===== config.mk =====
export PLATFORM = sky130hd
export DESIGN_NAME = triangle_fan_to_list_indices
export DESIGN_NICKNAME = d
export VERILOG_FILES = /design/src/rtl/tfl_pkg.sv /design/src/rtl/triangle_fan_to_list_indices.sv /design/src/rtl/tfl_out_buf.sv
export SDC_FILE = /design/constraint.sdc
export NUM_CORES = 1
export LEC_CHECK = 0
export BUFFER_PORTS_ARGS = -buffer_cell sky130_fd_sc_hd__buf_2
export CAP_MARGIN = 25
export CORE_ASPECT_RATIO = 0.7
export CORE_UTILIZATION = 40
export CTS_CLUSTER_SIZE = 28
export DETAILED_ROUTE_END_ITERATION = 10
export PLACE_DENSITY = 0.68
export SLEW_MARGIN = 20
export SYNTH_ARGS = -nofsm -noshare
export SYNTH_HDL_FRONTEND = slang
export SYNTH_SLANG_ARGS = --single-unit
export TNS_END_PERCENT = 50

===== constraint.sdc =====
create_clock -name clk -period 10.6 [get_ports clk]
set_clock_uncertainty 0.05 [all_clocks]
set_input_delay 0.53 -clock clk [delete_from_list [all_inputs] [get_ports clk]]
set_output_delay 0.53 -clock clk [all_outputs]
set_load 0.005 [all_outputs]

===== src/rtl/tfl_pkg.sv =====
`default_nettype none

package tfl_pkg;

    localparam int VERTEX_W = 32;
    localparam int SHORT_INDEX_W = 16;
    localparam int CFG_INDEX_W = 2;

    typedef enum logic [CFG_INDEX_W-1:0] {
        REG_INDEXED_MODE  = 2'd0,
        REG_INDEX_IS_WIDE = 2'd1,
        REG_BASE_VERTEX   = 2'd2,
        REG_FIRST_VERTEX  = 2'd3
    } cfg_reg_t;

    typedef enum logic [1:0] {
        SEEN_NONE = 2'd0,
        SEEN_HUB  = 2'd1,
        SEEN_EDGE = 2'd2,
        SEEN_ODD  = 2'd3
    } seen_t;

    typedef struct packed {
        logic [VERTEX_W-1:0] hub_vertex;
        logic [VERTEX_W-1:0] edge_first;
        logic [VERTEX_W-1:0] edge_second;
        logic                last_triangle;
    } result_t;

endpackage

`default_nettype wire


===== src/rtl/triangle_fan_to_list_indices.sv =====
`default_nettype none

// Turns triangle fans into independent triangles (hub, previous, current), one triangle
// for every fan vertex from the third onward. Vertices enter one per cycle into an input
// register; the vertex number is formed there and the triangle is written into a
// two-entry output buffer, so a new vertex is accepted every cycle while the output side
// keeps up; a triangle is offered once its vertex moves into the output buffer. The input
// stalls only while a vertex is held and the buffer is full. The configuration port is
// always ready; the user must write it only while no vertex is in flight (not enforced).
module triangle_fan_to_list_indices
    import tfl_pkg::*;
(
    input  wire logic                   clk,
    input  wire logic                   rst_n,
    input  wire logic                   cfg_valid,
    output logic                        cfg_ready,
    input  wire logic [CFG_INDEX_W-1:0] cfg_index,
    input  wire logic [VERTEX_W-1:0]    cfg_data,
    input  wire logic                   in_valid,
    output logic                        in_stall,
    input  wire logic [VERTEX_W-1:0]    vertex_index,
    input  wire logic                   fan_start,
    input  wire logic                   fan_end,
    output logic                        out_valid,
    input  wire logic                   out_stall,
    output logic [VERTEX_W-1:0]         hub_vertex,
    output logic [VERTEX_W-1:0]         edge_first,
    output logic [VERTEX_W-1:0]         edge_second,
    output logic                        last_triangle
);

    logic                indexed_mode_reg;
    logic                index_is_wide_reg;
    logic [VERTEX_W-1:0] base_vertex_reg;
    logic [VERTEX_W-1:0] first_vertex_reg;

    logic                s1_valid_reg;
    logic                s1_valid_next;
    logic [VERTEX_W-1:0] s1_index_reg;
    logic                s1_start_reg;
    logic                s1_end_reg;

    logic [VERTEX_W-1:0] hub_reg;
    logic [VERTEX_W-1:0] prev_reg;
    seen_t               seen_reg;
    seen_t               seen_next;
    logic [VERTEX_W-1:0] seq_reg;
    logic [VERTEX_W-1:0] seq_next;

    logic                in_accept;
    logic                advance;
    logic                buf_room;
    logic                fan_open;
    seen_t               seen_eff;
    logic [VERTEX_W-1:0] seq_eff;
    logic [VERTEX_W-1:0] idx_eff;
    logic [VERTEX_W-1:0] vertex_num;
    logic                emit;
    result_t             result;
    result_t             out_data;

    assign cfg_ready = 1'b1;

    always_ff @(posedge clk or negedge rst_n)
    begin
        if (!rst_n)
        begin
            indexed_mode_reg  <= 1'b0;
            index_is_wide_reg <= 1'b0;
            base_vertex_reg   <= '0;
            first_vertex_reg  <= '0;
        end
        else if (cfg_valid && cfg_ready)
        begin
            case (cfg_index)
                REG_INDEXED_MODE:  indexed_mode_reg  <= cfg_data[0];
                REG_INDEX_IS_WIDE: index_is_wide_reg <= cfg_data[0];
                REG_BASE_VERTEX:   base_vertex_reg   <= cfg_data;
                REG_FIRST_VERTEX:  first_vertex_reg  <= cfg_data;
                default: ;
            endcase
        end
    end

    assign advance   = s1_valid_reg && buf_room;
    assign in_stall  = s1_valid_reg && !advance;
    assign in_accept = in_valid && !in_stall;

    always_comb
    begin
        s1_valid_next = in_accept || (s1_valid_reg && !advance);
    end

    always_ff @(posedge clk or negedge rst_n)
    begin
        if (!rst_n)
        begin
            s1_valid_reg <= 1'b0;
        end
        else
        begin
            s1_valid_reg <= s1_valid_next;
        end
    end

    always_ff @(posedge clk)
    begin
        if (in_accept)
        begin
            s1_index_reg <= vertex_index;
            s1_start_reg <= fan_start;
            s1_end_reg   <= fan_end;
        end
    end

    // A vertex that arrives with no fan open starts one, exactly as a marked start does.
    always_comb
    begin
        fan_open = s1_start_reg || (seen_reg == SEEN_NONE);
        seen_eff = fan_open ? SEEN_NONE : seen_reg;
        seq_eff  = fan_open ? '0 : seq_reg;
        idx_eff  = index_is_wide_reg ? s1_index_reg
                 : {{(VERTEX_W-SHORT_INDEX_W){1'b0}}, s1_index_reg[SHORT_INDEX_W-1:0]};
        vertex_num = indexed_mode_reg ? (base_vertex_reg + idx_eff)
                   : (first_vertex_reg + seq_eff);
        emit = (seen_eff == SEEN_EDGE) || (seen_eff == SEEN_ODD);

        if (s1_end_reg)
        begin
            seen_next = SEEN_NONE;
            seq_next  = '0;
        end
        else
        begin
            seen_next = (seen_eff == SEEN_NONE) ? SEEN_HUB : SEEN_EDGE;
            seq_next  = seq_eff + VERTEX_W'(1);
        end

        result.hub_vertex    = hub_reg;
        result.edge_first    = prev_reg;
        result.edge_second   = vertex_num;
        result.last_triangle = s1_end_reg;
    end

    always_ff @(posedge clk or negedge rst_n)
    begin
        if (!rst_n)
        begin
            hub_reg  <= '0;
            prev_reg <= '0;
            seen_reg <= SEEN_NONE;
            seq_reg  <= '0;
        end
        else if (advance)
        begin
            seen_reg <= seen_next;
            seq_reg  <= seq_next;
            if (seen_eff == SEEN_NONE)
            begin
                hub_reg <= vertex_num;
            end
            else
            begin
                prev_reg <= vertex_num;
            end
        end
    end

    tfl_out_buf u_out_buf (
        .clk       (clk),
        .rst_n     (rst_n),
        .push      (advance && emit),
        .push_data (result),
        .room      (buf_room),
        .out_valid (out_valid),
        .out_stall (out_stall),
        .out_data  (out_data)
    );

    assign hub_vertex    = out_data.hub_vertex;
    assign edge_first    = out_data.edge_first;
    assign edge_second   = out_data.edge_second;
    assign last_triangle = out_data.last_triangle;

`ifndef SYNTH
    a_stall_needs_item: assert property (@(posedge clk) disable iff (!rst_n)
        in_stall |-> s1_valid_reg)
        else $error("Input stalled with no item held in the input register.");

    a_end_closes_fan: assert property (@(posedge clk) disable iff (!rst_n)
        (advance && s1_end_reg) |=> (seen_reg == SEEN_NONE) && (seq_reg == '0))
        else $error("Fan still open after its closing vertex.");

    a_held_item_kept: assert property (@(posedge clk) disable iff (!rst_n)
        (s1_valid_reg && !advance) |=> s1_valid_reg && $stable(s1_index_reg))
        else $error("Held item lost from the input register.");

    a_second_vertex_silent: assert property (@(posedge clk) disable iff (!rst_n)
        (advance && (seen_eff == SEEN_NONE || seen_eff == SEEN_HUB)) |-> !emit)
        else $error("Triangle emitted before the fan had two vertices.");
`endif

endmodule

`default_nettype wire


===== src/rtl/tfl_out_buf.sv =====
`default_nettype none

module tfl_out_buf
    import tfl_pkg::*;
(
    input  wire logic    clk,
    input  wire logic    rst_n,
    input  wire logic    push,
    input  wire result_t push_data,
    output logic         room,
    output logic         out_valid,
    input  wire logic    out_stall,
    output result_t      out_data
);

    logic [1:0] count_reg;
    logic [1:0] count_next;
    result_t    slot0_reg;
    result_t    slot1_reg;
    logic       pop;

    assign pop       = (count_reg != 2'd0) && !out_stall;
    assign room      = (count_reg != 2'd2);
    assign out_valid = (count_reg != 2'd0);
    assign out_data  = slot0_reg;

    always_comb
    begin
        count_next = count_reg + {1'b0, push} - {1'b0, pop};
    end

    always_ff @(posedge clk or negedge rst_n)
    begin
        if (!rst_n)
        begin
            count_reg <= 2'd0;
        end
        else
        begin
            count_reg <= count_next;
        end
    end

    always_ff @(posedge clk)
    begin
        if (pop)
        begin
            if (count_reg == 2'd2)
            begin
                slot0_reg <= slot1_reg;
                if (push)
                begin
                    slot1_reg <= push_data;
                end
            end
            else if (push)
            begin
                slot0_reg <= push_data;
            end
        end
        else if (push)
        begin
            if (count_reg == 2'd0)
            begin
                slot0_reg <= push_data;
            end
            else
            begin
                slot1_reg <= push_data;
            end
        end
    end

endmodule

`default_nettype wire


---- Word-level counts from Yosys, hierarchy flattened ----
Cells that the tools add are included.
operators by class
  add/sub/neg operators ................... 5
  equality and inequality tests ........... 9
  mux-type cells .......................... 16
  bitwise gates (word level) .............. 1
  reductions and logical operators ........ 27
operators with widths
  cell                     count
  $mux W97                 9
  $mux W32                 4
  $add A32 B32 Y32         2
  $add A32 B1 Y32 const B  1
  $reduce_and A2 Y1        6
  $eq A2 B2 Y1 const B     5
  $logic_not A2 Y1         4
  $reduce_bool A2 Y1       4
  $mux W2                  3
  $reduce_and A3 Y1        2
  $logic_and A1 B1 Y1      5
  $ne A2 B2 Y1 const B     2
  $logic_not A1 Y1         3
  $logic_or A1 B1 Y1       3
  $add A2 B1 Y2            1
  $eq A2 B1 Y1 const B     1
  $ne A2 B1 Y1 const B     1
  $sub A2 B1 Y2            1
  $not A1 Y1               1
storage, ports and cells
  register bits after elaboration ......... 395

---- Logic depth before layout (Yosys ltp) ----
Gate-level depths: netlist of run 1.
  word-level depth ........................ 9
  mapped depth ............................ 19
  mapped depth without buffers ............ 14

---- Hierarchy ----
From an unflattened synthesis of run 1, not the netlist that was laid out.
unflattened totals
  cell total of the unflattened synthesis .. 1767
  area, all modules ....................... 20328.2 um^2
modules (own cells, without submodules)
  module                        times used  cells an instance  area each (um^2)
  triangle_fan_to_list_indices  1           1452               13076.3
  tfl_out_buf                   1           315                7252.0

---- Worst setup path before layout of run 1 ----
No wires, ideal clock.
  kind .................................... register -> register
  start point ............................. register s1_start_reg
  end point ............................... register u_out_buf.slot1_reg[0] (netlist bit) (enable)
  data arrival time ....................... 8.246 ns
  required time ........................... 9.878 ns
  slack ................................... 1.632 ns
  stages on the path, launching flop included .. 8
  path buffers ............................ 3
  clock period less this slack ............ 8.968 ns
  cells stage by stage .................... edfxtp_1 -> o21bai_2 -> buf_2 -> clkbuf_1 -> clkbuf_1 -> nor2_1 -> nand2_1 -> nor3_1
on the way
  cells in the longest elaborated chain, start to end .. 6
  elaborated cells between the ends (all ways) .. 7
ends and longest elaborated chain
  item                                  line                                 RTL
  start: declaration                    triangle_fan_to_list_indices.sv:40   logic s1_start_reg;
  start signal: assignment              triangle_fan_to_list_indices.sv:111  s1_start_reg <= fan_start;
  $logic_or A1 B1 Y1 *                  triangle_fan_to_list_indices.sv:119  fan_open = s1_start_reg || (seen_reg == SEEN_NONE);
  $mux W2 *                             triangle_fan_to_list_indices.sv:120  seen_eff = fan_open ? SEEN_NONE : seen_reg;
  $eq A2 B2 Y1                          triangle_fan_to_list_indices.sv:126  emit = (seen_eff == SEEN_EDGE) || (seen_eff == SEEN_ODD);
  $logic_or A1 B1 Y1 *                  triangle_fan_to_list_indices.sv:126
  $logic_and A1 B1 Y1 *                 triangle_fan_to_list_indices.sv:172  .push (advance && emit),
  $reduce_and A3 Y1 (no source line) *  n/a
  end signal: assignment                tfl_out_buf.sv:53                    slot1_reg <= push_data;
  end signal: assignment                tfl_out_buf.sv:69                    slot1_reg <= push_data;
  end: declaration                      tfl_out_buf.sv:19                    result_t slot1_reg;
Every way passes the cells marked *; elsewhere a longest branch is shown, timed or not.
A chain may end at the register's enable or synchronous reset.

==> results.py, run 1 <==
metrics = {
    "run_status": {
        "status": "completed",
    },
    "floorplanning": {
        "io_pins": 173,
        "dieArea_sq_mm": 0.0500,
        "die_y_um": 187,
        "core-area_sq_mm": 0.0482,
        "rows": 67,
        "die_x_um": 267,
        "initial_utilization_pct": 40.8,
    },
    "sta": {
        "setup_viol": 0,
        "tightest_slew_ns": 1.09,
        "finalHoldViolCount": 0,
        "final_max_slew_viol_count": 0,
        "slew_headroom_pct": 26.7,
        "clock.fmax_mhz": 207,
        "post-route-period-util_pct": 45.6,
        "min_period_ns": 4.83,
        "tns_ns": 0,
        "rsz0062_at_grt": "no",
    },
    "critical_path": {
        "path_common_cell": "ha_1",
        "crit_family": "compound AO/OA/AOI/OAI gates",
        "cpPeakStageDelay_ns": 0.52,
        "slowest_stage": "buf_4",
        "cp_cell_sequence": "o21ba_1 > buf_4 > and2_1 > ha_1 > ha_1 > a211o_1 > a221oi_1 > o41ai_1 > a32oi_1 > o211ai_2 > nand3_1 > and3_1 > nor3_1 > a21oi_1 > mux2_2",
        "crit_type": "register to register",
        "cp.arrival_ns": 5.07,
        "required_ns": 10.84,
        "crit_path_end_kind": "register",
        "critPathBufInv": 1,
        "rrSetupSlack_ns": 5.77,
        "worstPathMaxFanout": 61,
        "start_kind": "register",
    },
    "yosys": {
        "ys_seq_area_share_pct": 56.1,
        "synth-edff-count": 228,
        "synth_area_leader_cell": "edfxtp_1",
        "ys_dominant_reg_cell": "edfxtp_1",
        "synth_area_sq_mm": 0.0196,
        "netlist-cell-type-count": 84,
        "synth_fp_nets": 1928,
        "synth_area_leaders": "edfxtp_1 35%, dfrtp_1 21%, nand2_1 7.0%",
        "yosysMostFrequentCell": "nand2_1",
        "yosysWarnings": 0,
        "ys_ff_latch": 395,
        "synth_commonest_cells": "368 x nand2_1, 228 x edfxtp_1, 167 x dfrtp_1",
        "synth_top_area_share_pct": 34.8,
        "synth.avg_cell_area_sq_um": 10.9,
        "synth_cells": 1807,
        "postSynth.asyncResetShare_pct": 42.3,
    },
    "cts": {
        "cts_tree": "yes",
        "clock-sinks": 395,
        "root_buffer": "clkbuf_16",
        "ctsHoldBuffers": 0,
        "clkTransAtPathRegs_ns": 0.07,
        "htreeDepth": 2,
        "insertion_delay_ns": 0.54,
        "clockBufferDepth": 3,
        "cts_resized": 0,
        "cts_buffers": 38,
        "post_cts_buffers": 0,
    },
    "placed_design": {
        "portBuffers": 171,
        "hpwl_um": 36200,
        "place_area_sq_mm": 0.0211,
        "gp_congestion": 0.903,
    },
    "pwr": {
        "seqPwrFrac_pct": 43.8,
        "switching_share_pct": 33.5,
        "clock_power_share_pct": 27.4,
        "pwr-share-comb_pct": 28.7,
        "p_int_mw": 3.36,
        "p_leak_nw": 9.15,
        "switchingPower_mw": 1.69,
        "ir_drop_mv": 0.148,
        "power.density_mw_per_mm2": 226,
    },
    "cells_and_area": {
        "fill_cells": 4419,
        "fin_area_sq_mm": 0.0224,
        "final_nets": 2054,
        "drive_above_1_share_pct": 20.3,
        "synthToLayoutAreaGrowth_pct": 13.9,
        "final_util_pct": 46.4,
    },
    "route": {
        "drt-pass1-iter-count": 5,
        "drc_errors": 0,
        "vias_per_cell": 5.41,
        "via_count": 14200,
        "ant_nets": 0,
        "wl_per_cell_um": 19.7,
        "drt-initial-drc-count": 1437,
        "wirelength_um": 51500,
    },
    "global_routing": {
        "grt_pass1_vias": 13300,
        "antenna_found_initial": 0,
        "grt_pass1_wl_um": 79300,
        "grt_max_degree": 98,
        "track_usage_pct": 20.4,
        "grt_overflow": 0,
    },
    "min_path": {
        "hold_path_class": "primary input to async pin",
    },
    "run": {
        "maxCapViolCount": 0,
    },
}
kinds of logic after synthesis:
group	Yosys count	synth area share (%)
AND/OR/NAND/NOR	631	14.4
flip-flops	395	56.1
AO/OA/AOI/OAI	373	12.1
buffers and inverters	142	2.91
multiplexers	128	7.27
XOR/XNOR	78	3.55
adder cells (fa/ha/maj)	59	3.66
other	1	0.0191
power by group through the flow:
stage	Clock (mW)	Sequential (mW)	Combinational [mW]
after CTS	1.41	2.21	1.45
final	1.39	2.21	1.45
after global placement	0	2.23	1.41
after detailed placement	0	2.24	1.44
after floorplan	0	2.16	1.03
after global routing	1.47	2.24	1.61
final cells by class:
cell class                      instances  area, sq um  area share (%)
Timing Repair Buffer                  191         1060            4.74
Antenna cell                            1         2.50          0.0112
Tap cell                              655          820            3.66
Sequential cell                       395        11000            49.3
Clock buffer                           55         1090            4.85
Inverter                               37          139           0.621
Clock inverter                         14          165           0.738
Multi-Input combinational cell       1270         8080            36.1
stage by stage:
| stage | worst slack [ns] | hold WS [ns] | total power, mW | instances |
|---|---|---|---|---|
| after detailed placement | 5.89 | 0.403 | 3.68 | 2545 |
| after floorplan | 1.63 | 0.184 | 3.19 | 1807 |
| final | 5.77 | 0.0600 | 5.05 | 2618 |
| after global routing | 5.48 | 0.0901 | 5.33 | 2617 |
| after CTS | 5.86 | 0.0762 | 5.08 | 2614 |
| after global placement | 6.03 | 0.396 | 3.64 | 2544 |
routing by layer:
metal  vias to the layer above  global-route usage (%)  wire length [um]
li1                       6712                       -                 -
met4                         0                    3.56               735
met2                       483                    30.0             22000
met3                        57                    3.25              3430
met1                      6923                    31.9             25400
met5                         -                       0                 0
worst reg2reg max path, stage by stage (launching register included):
cell      delay (ns)
edfxtp_1        0.37
o21ba_1         0.22
buf_4           0.52
and2_1          0.30
ha_1            0.21
ha_1            0.24
a211o_1         0.15
a221oi_1        0.09
o41ai_1         0.52
a32oi_1         0.34
o211ai_2        0.35
nand3_1         0.14
and3_1          0.21
nor3_1          0.37
a21oi_1         0.17
mux2_2          0.32
final timing paths:
path	from	endpoint	cells after the start
worst max register to register	s1_start_reg	u_out_buf.out_data[17]	15
worst max-delay path	s1_start_reg	u_out_buf.out_data[17]	15
worst min register to register	hub_reg[0]	u_out_buf.slot1_reg[65]	0
max in group asynchronous	rst_n	seq_reg[14]	3
min in group clk	vertex_index[5]	s1_index_reg[5]	1
worst min-delay path	rst_n	hub_reg[15]	1
placed cells by master, fill, tap and decap left out, types with 11 or more instances in the layout:
cell,count
o31ai_1,24
a21o_1,25
xnor2_1,53
or3_1,11
buf_2,170
nor2_1,84
nand4_1,11
and2_1,35
nand2b_1,11
a21oi_1,88
buf_4,15
nand3_1,33
dfrtp_1,167
inv_1,36
edfxtp_1,228
clkbuf_1,11
clkbuf_16,39
a31oi_1,33
mux2_2,117
nor3_1,15
ha_1,47
xor2_1,23
o21ai_1,21
o21ai_0,86
and3_1,16
nand2_1,368
Note: power is estimated with default switching activity, not from simulation.
==> run 2, diff against run 1 <==
==> constraint.sdc (replaced) <==
create_clock -name clk -period 4.9 [get_ports clk]
set_clock_uncertainty 0.05 [all_clocks]
set_input_delay 0.245 -clock clk [delete_from_list [all_inputs] [get_ports clk]]
set_output_delay 0.245 -clock clk [all_outputs]
set_load 0.005 [all_outputs]
==> run 2 against run 1 <==
Non-clock buffer count grew 72. Die area stayed put. Register-to-register slack got worse by 5.2 ns. Combinational power rose by 130%. Via count up 2.8%. Worst hold slack lost 0.021 ns. Global-route usage is 1.0 points higher. First-iteration DRC count up 15%. Sequential power up 120%. Total power rose by 120%. Core utilization up 1.7 points. Sequential share of layout area shrank 1.8 points. Critical endpoint unchanged. Highest routed layer unchanged.
==> results.py, run 2 (synthesized netlist as in run 1, its figures left out) <==
metrics = {
    "sta": {
        "tightest_slew_ns": 1.14,
        "min_period_ns": 4.38,
        "tns_ns": 0,
        "slew_headroom_pct": 23.7,
        "setup_viol": 0,
        "rsz0062_at_grt": "no",
        "clock.fmax_mhz": 228,
        "final_max_slew_viol_count": 0,
        "finalHoldViolCount": 0,
        "post-route-period-util_pct": 89.3,
    },
    "pwr": {
        "switchingPower_mw": 3.73,
        "clock_power_share_pct": 27.8,
        "p_leak_nw": 9.51,
        "switching_share_pct": 33.5,
        "pwr-share-comb_pct": 29.4,
        "power.density_mw_per_mm2": 480,
        "p_int_mw": 7.40,
        "seqPwrFrac_pct": 42.9,
        "ir_drop_mv": 0.304,
    },
    "critical_path": {
        "cpPeakStageDelay_ns": 0.58,
        "startpoint": "seen_reg[1]",
        "required_ns": 5.14,
        "rrSetupSlack_ns": 0.52,
        "rr_endpoint": "u_out_buf.out_data[17]",
        "cp_cell_sequence": "o21ba_1 > buf_4 > and2_1 > ha_1 > inv_1 > o41ai_1 > a32oi_1 > o211ai_2 > nand3_1 > and3_1 > nor3_1 > a21oi_1 > mux2_2",
        "cp.arrival_ns": 4.62,
        "start_kind": "register",
        "r2r-start": "seen_reg[1]",
        "slowest_stage": "o41ai_1",
        "reg2reg_depth": 13,
        "crit_type": "register to register",
        "critPathBufInv": 2,
        "crit_end": "u_out_buf.out_data[17]",
        "crit_path_end_kind": "register",
        "cp.depth": 13,
        "worstPathMaxFanout": 36,
        "crit_family": "compound AO/OA/AOI/OAI gates",
    },
    "cts": {
        "insertion_delay_ns": 0.55,
        "cts_tree": "yes",
        "cts_resized": 0,
        "root_buffer": "clkbuf_16",
        "cts_buffers": 40,
        "clkTransAtPathRegs_ns": 0.07,
        "htreeDepth": 2,
        "clock-sinks": 395,
        "clockBufferDepth": 3,
    },
    "placed_design": {
        "portBuffers": 171,
        "gp_congestion": 0.943,
        "hpwl_um": 37300,
    },
    "run": {
        "maxCapViolCount": 0,
    },
    "global_routing": {
        "grt_overflow": 0,
        "grt_pass1_wl_um": 83200,
        "track_usage_pct": 21.5,
        "antenna_found_initial": 0,
        "grt_max_degree": 94,
        "grt_pass1_vias": 14000,
    },
    "floorplanning": {
        "die_y_um": 187,
        "die_x_um": 267,
        "initial_utilization_pct": 40.8,
        "rows": 67,
        "core-area_sq_mm": 0.0482,
        "io_pins": 173,
        "dieArea_sq_mm": 0.0500,
    },
    "route": {
        "wl_met3_um": 3710,
        "via_count": 14600,
        "highest_layer": "met4",
        "drc_errors": 0,
        "wl_per_cell_um": 20.0,
        "ant_nets": 0,
        "wirelength_um": 53900,
        "wl_met1_um": 26500,
        "vias_per_cell": 5.42,
        "drt-pass1-iter-count": 5,
        "route.met2.wl_um": 23000,
        "drt-initial-drc-count": 1656,
    },
    "run_status": {
        "status": "completed",
    },
    "cells_and_area": {
        "synthToLayoutAreaGrowth_pct": 18.1,
        "mostFrequentLayoutCell": "nand2_1",
        "antenna_cells": 0,
        "final_cell_mix": "367 x nand2_1, 228 x edfxtp_1, 170 x buf_2",
        "drive_above_1_share_pct": 20.1,
        "final_util_pct": 48.1,
        "fill_cells": 4315,
        "final_nets": 2128,
    },
    "min_path": {
        "hold_path_class": "primary input to register",
    },
}
run 2: cell count changes in the layout (fill, tap and decap cells not counted), moves of 2 or more:
cell and delta:
clkbuf_1 -8, clkinv_4 +2, clkinv_2 +2, buf_6 -2, inv_6 -2, dlygate4sd3_1 +69
clkinv_1 +6, buf_12 +3
run 2: how the worst min path moves through the flow:
stage                             from                  end  slack [ns]  cells past startpoint
after floorplan                  rst_n   base_vertex_reg[0]       -0.10                      0
after detailed placement         rst_n         prev_reg[15]        0.30                      1
after global routing       cfg_data[0]     indexed_mode_reg        0.02                      3
final                      cfg_data[0]     indexed_mode_reg        0.04                      3
after CTS                 cfg_data[30]  base_vertex_reg[30]      0.0004                      2
after global placement           rst_n         prev_reg[18]        0.30                      1
run 2: worst reg2reg max path: cells and delay by family, from the launching register on:
kind            cells  cell delay (ns)
compound gates      5             1.61
fa+ha+maj           1             0.35
buf+inv             2             0.34
flops               1             0.42
mux                 1             0.32
simple gates        4             1.03
run 2: power by group through the flow:
stage | clock [mW] | sequential (mW) | combinational (mW)
detailed placement | 0 | 4.83 | 3.18
finish | 3.09 | 4.77 | 3.27
global route | 3.29 | 4.84 | 3.61
global placement | 0 | 4.80 | 3.11
CTS | 3.16 | 4.77 | 3.25
floorplan | 0 | 4.66 | 2.24
run 2: metrics by stage:
step	area [sq um]	worst slack, ns	hold slack, ns	cells	total power [mW]
after floorplan	19700	-0.124	-0.101	1807	6.89
after global placement	21100	0.665	0.296	2547	7.91
after detailed placement	21100	0.634	0.301	2548	8.02
after CTS	23100	0.597	0.000417	2688	11.2
after global routing	23200	0.289	0.0214	2692	11.7
final	23200	0.522	0.0388	2692	11.1
run 2: area by class of cell:
class	count	area (sq um)	area share, %
Clock buffer	47	1070	4.60
Tap cell	655	820	3.53
Timing Repair Buffer	263	1810	7.80
Inverter	37	139	0.598
Clock inverter	25	255	1.10
Sequential cell	395	11000	47.5
Multi-Input combinational cell	1270	8090	34.9
run 2: timing repair:
action / in CTS / in global routing
endpoints found under the hold margin: 170 / 1
hold buffers: 68 / 1
setup buffers: 0 / 0
run 2: routing by layer:
layer  track usage (%)  vias up
met5                 0        -
met1              33.3     7149
met4              3.74        0
met2              31.7      509
li1                  -     6866
met3              3.42       54
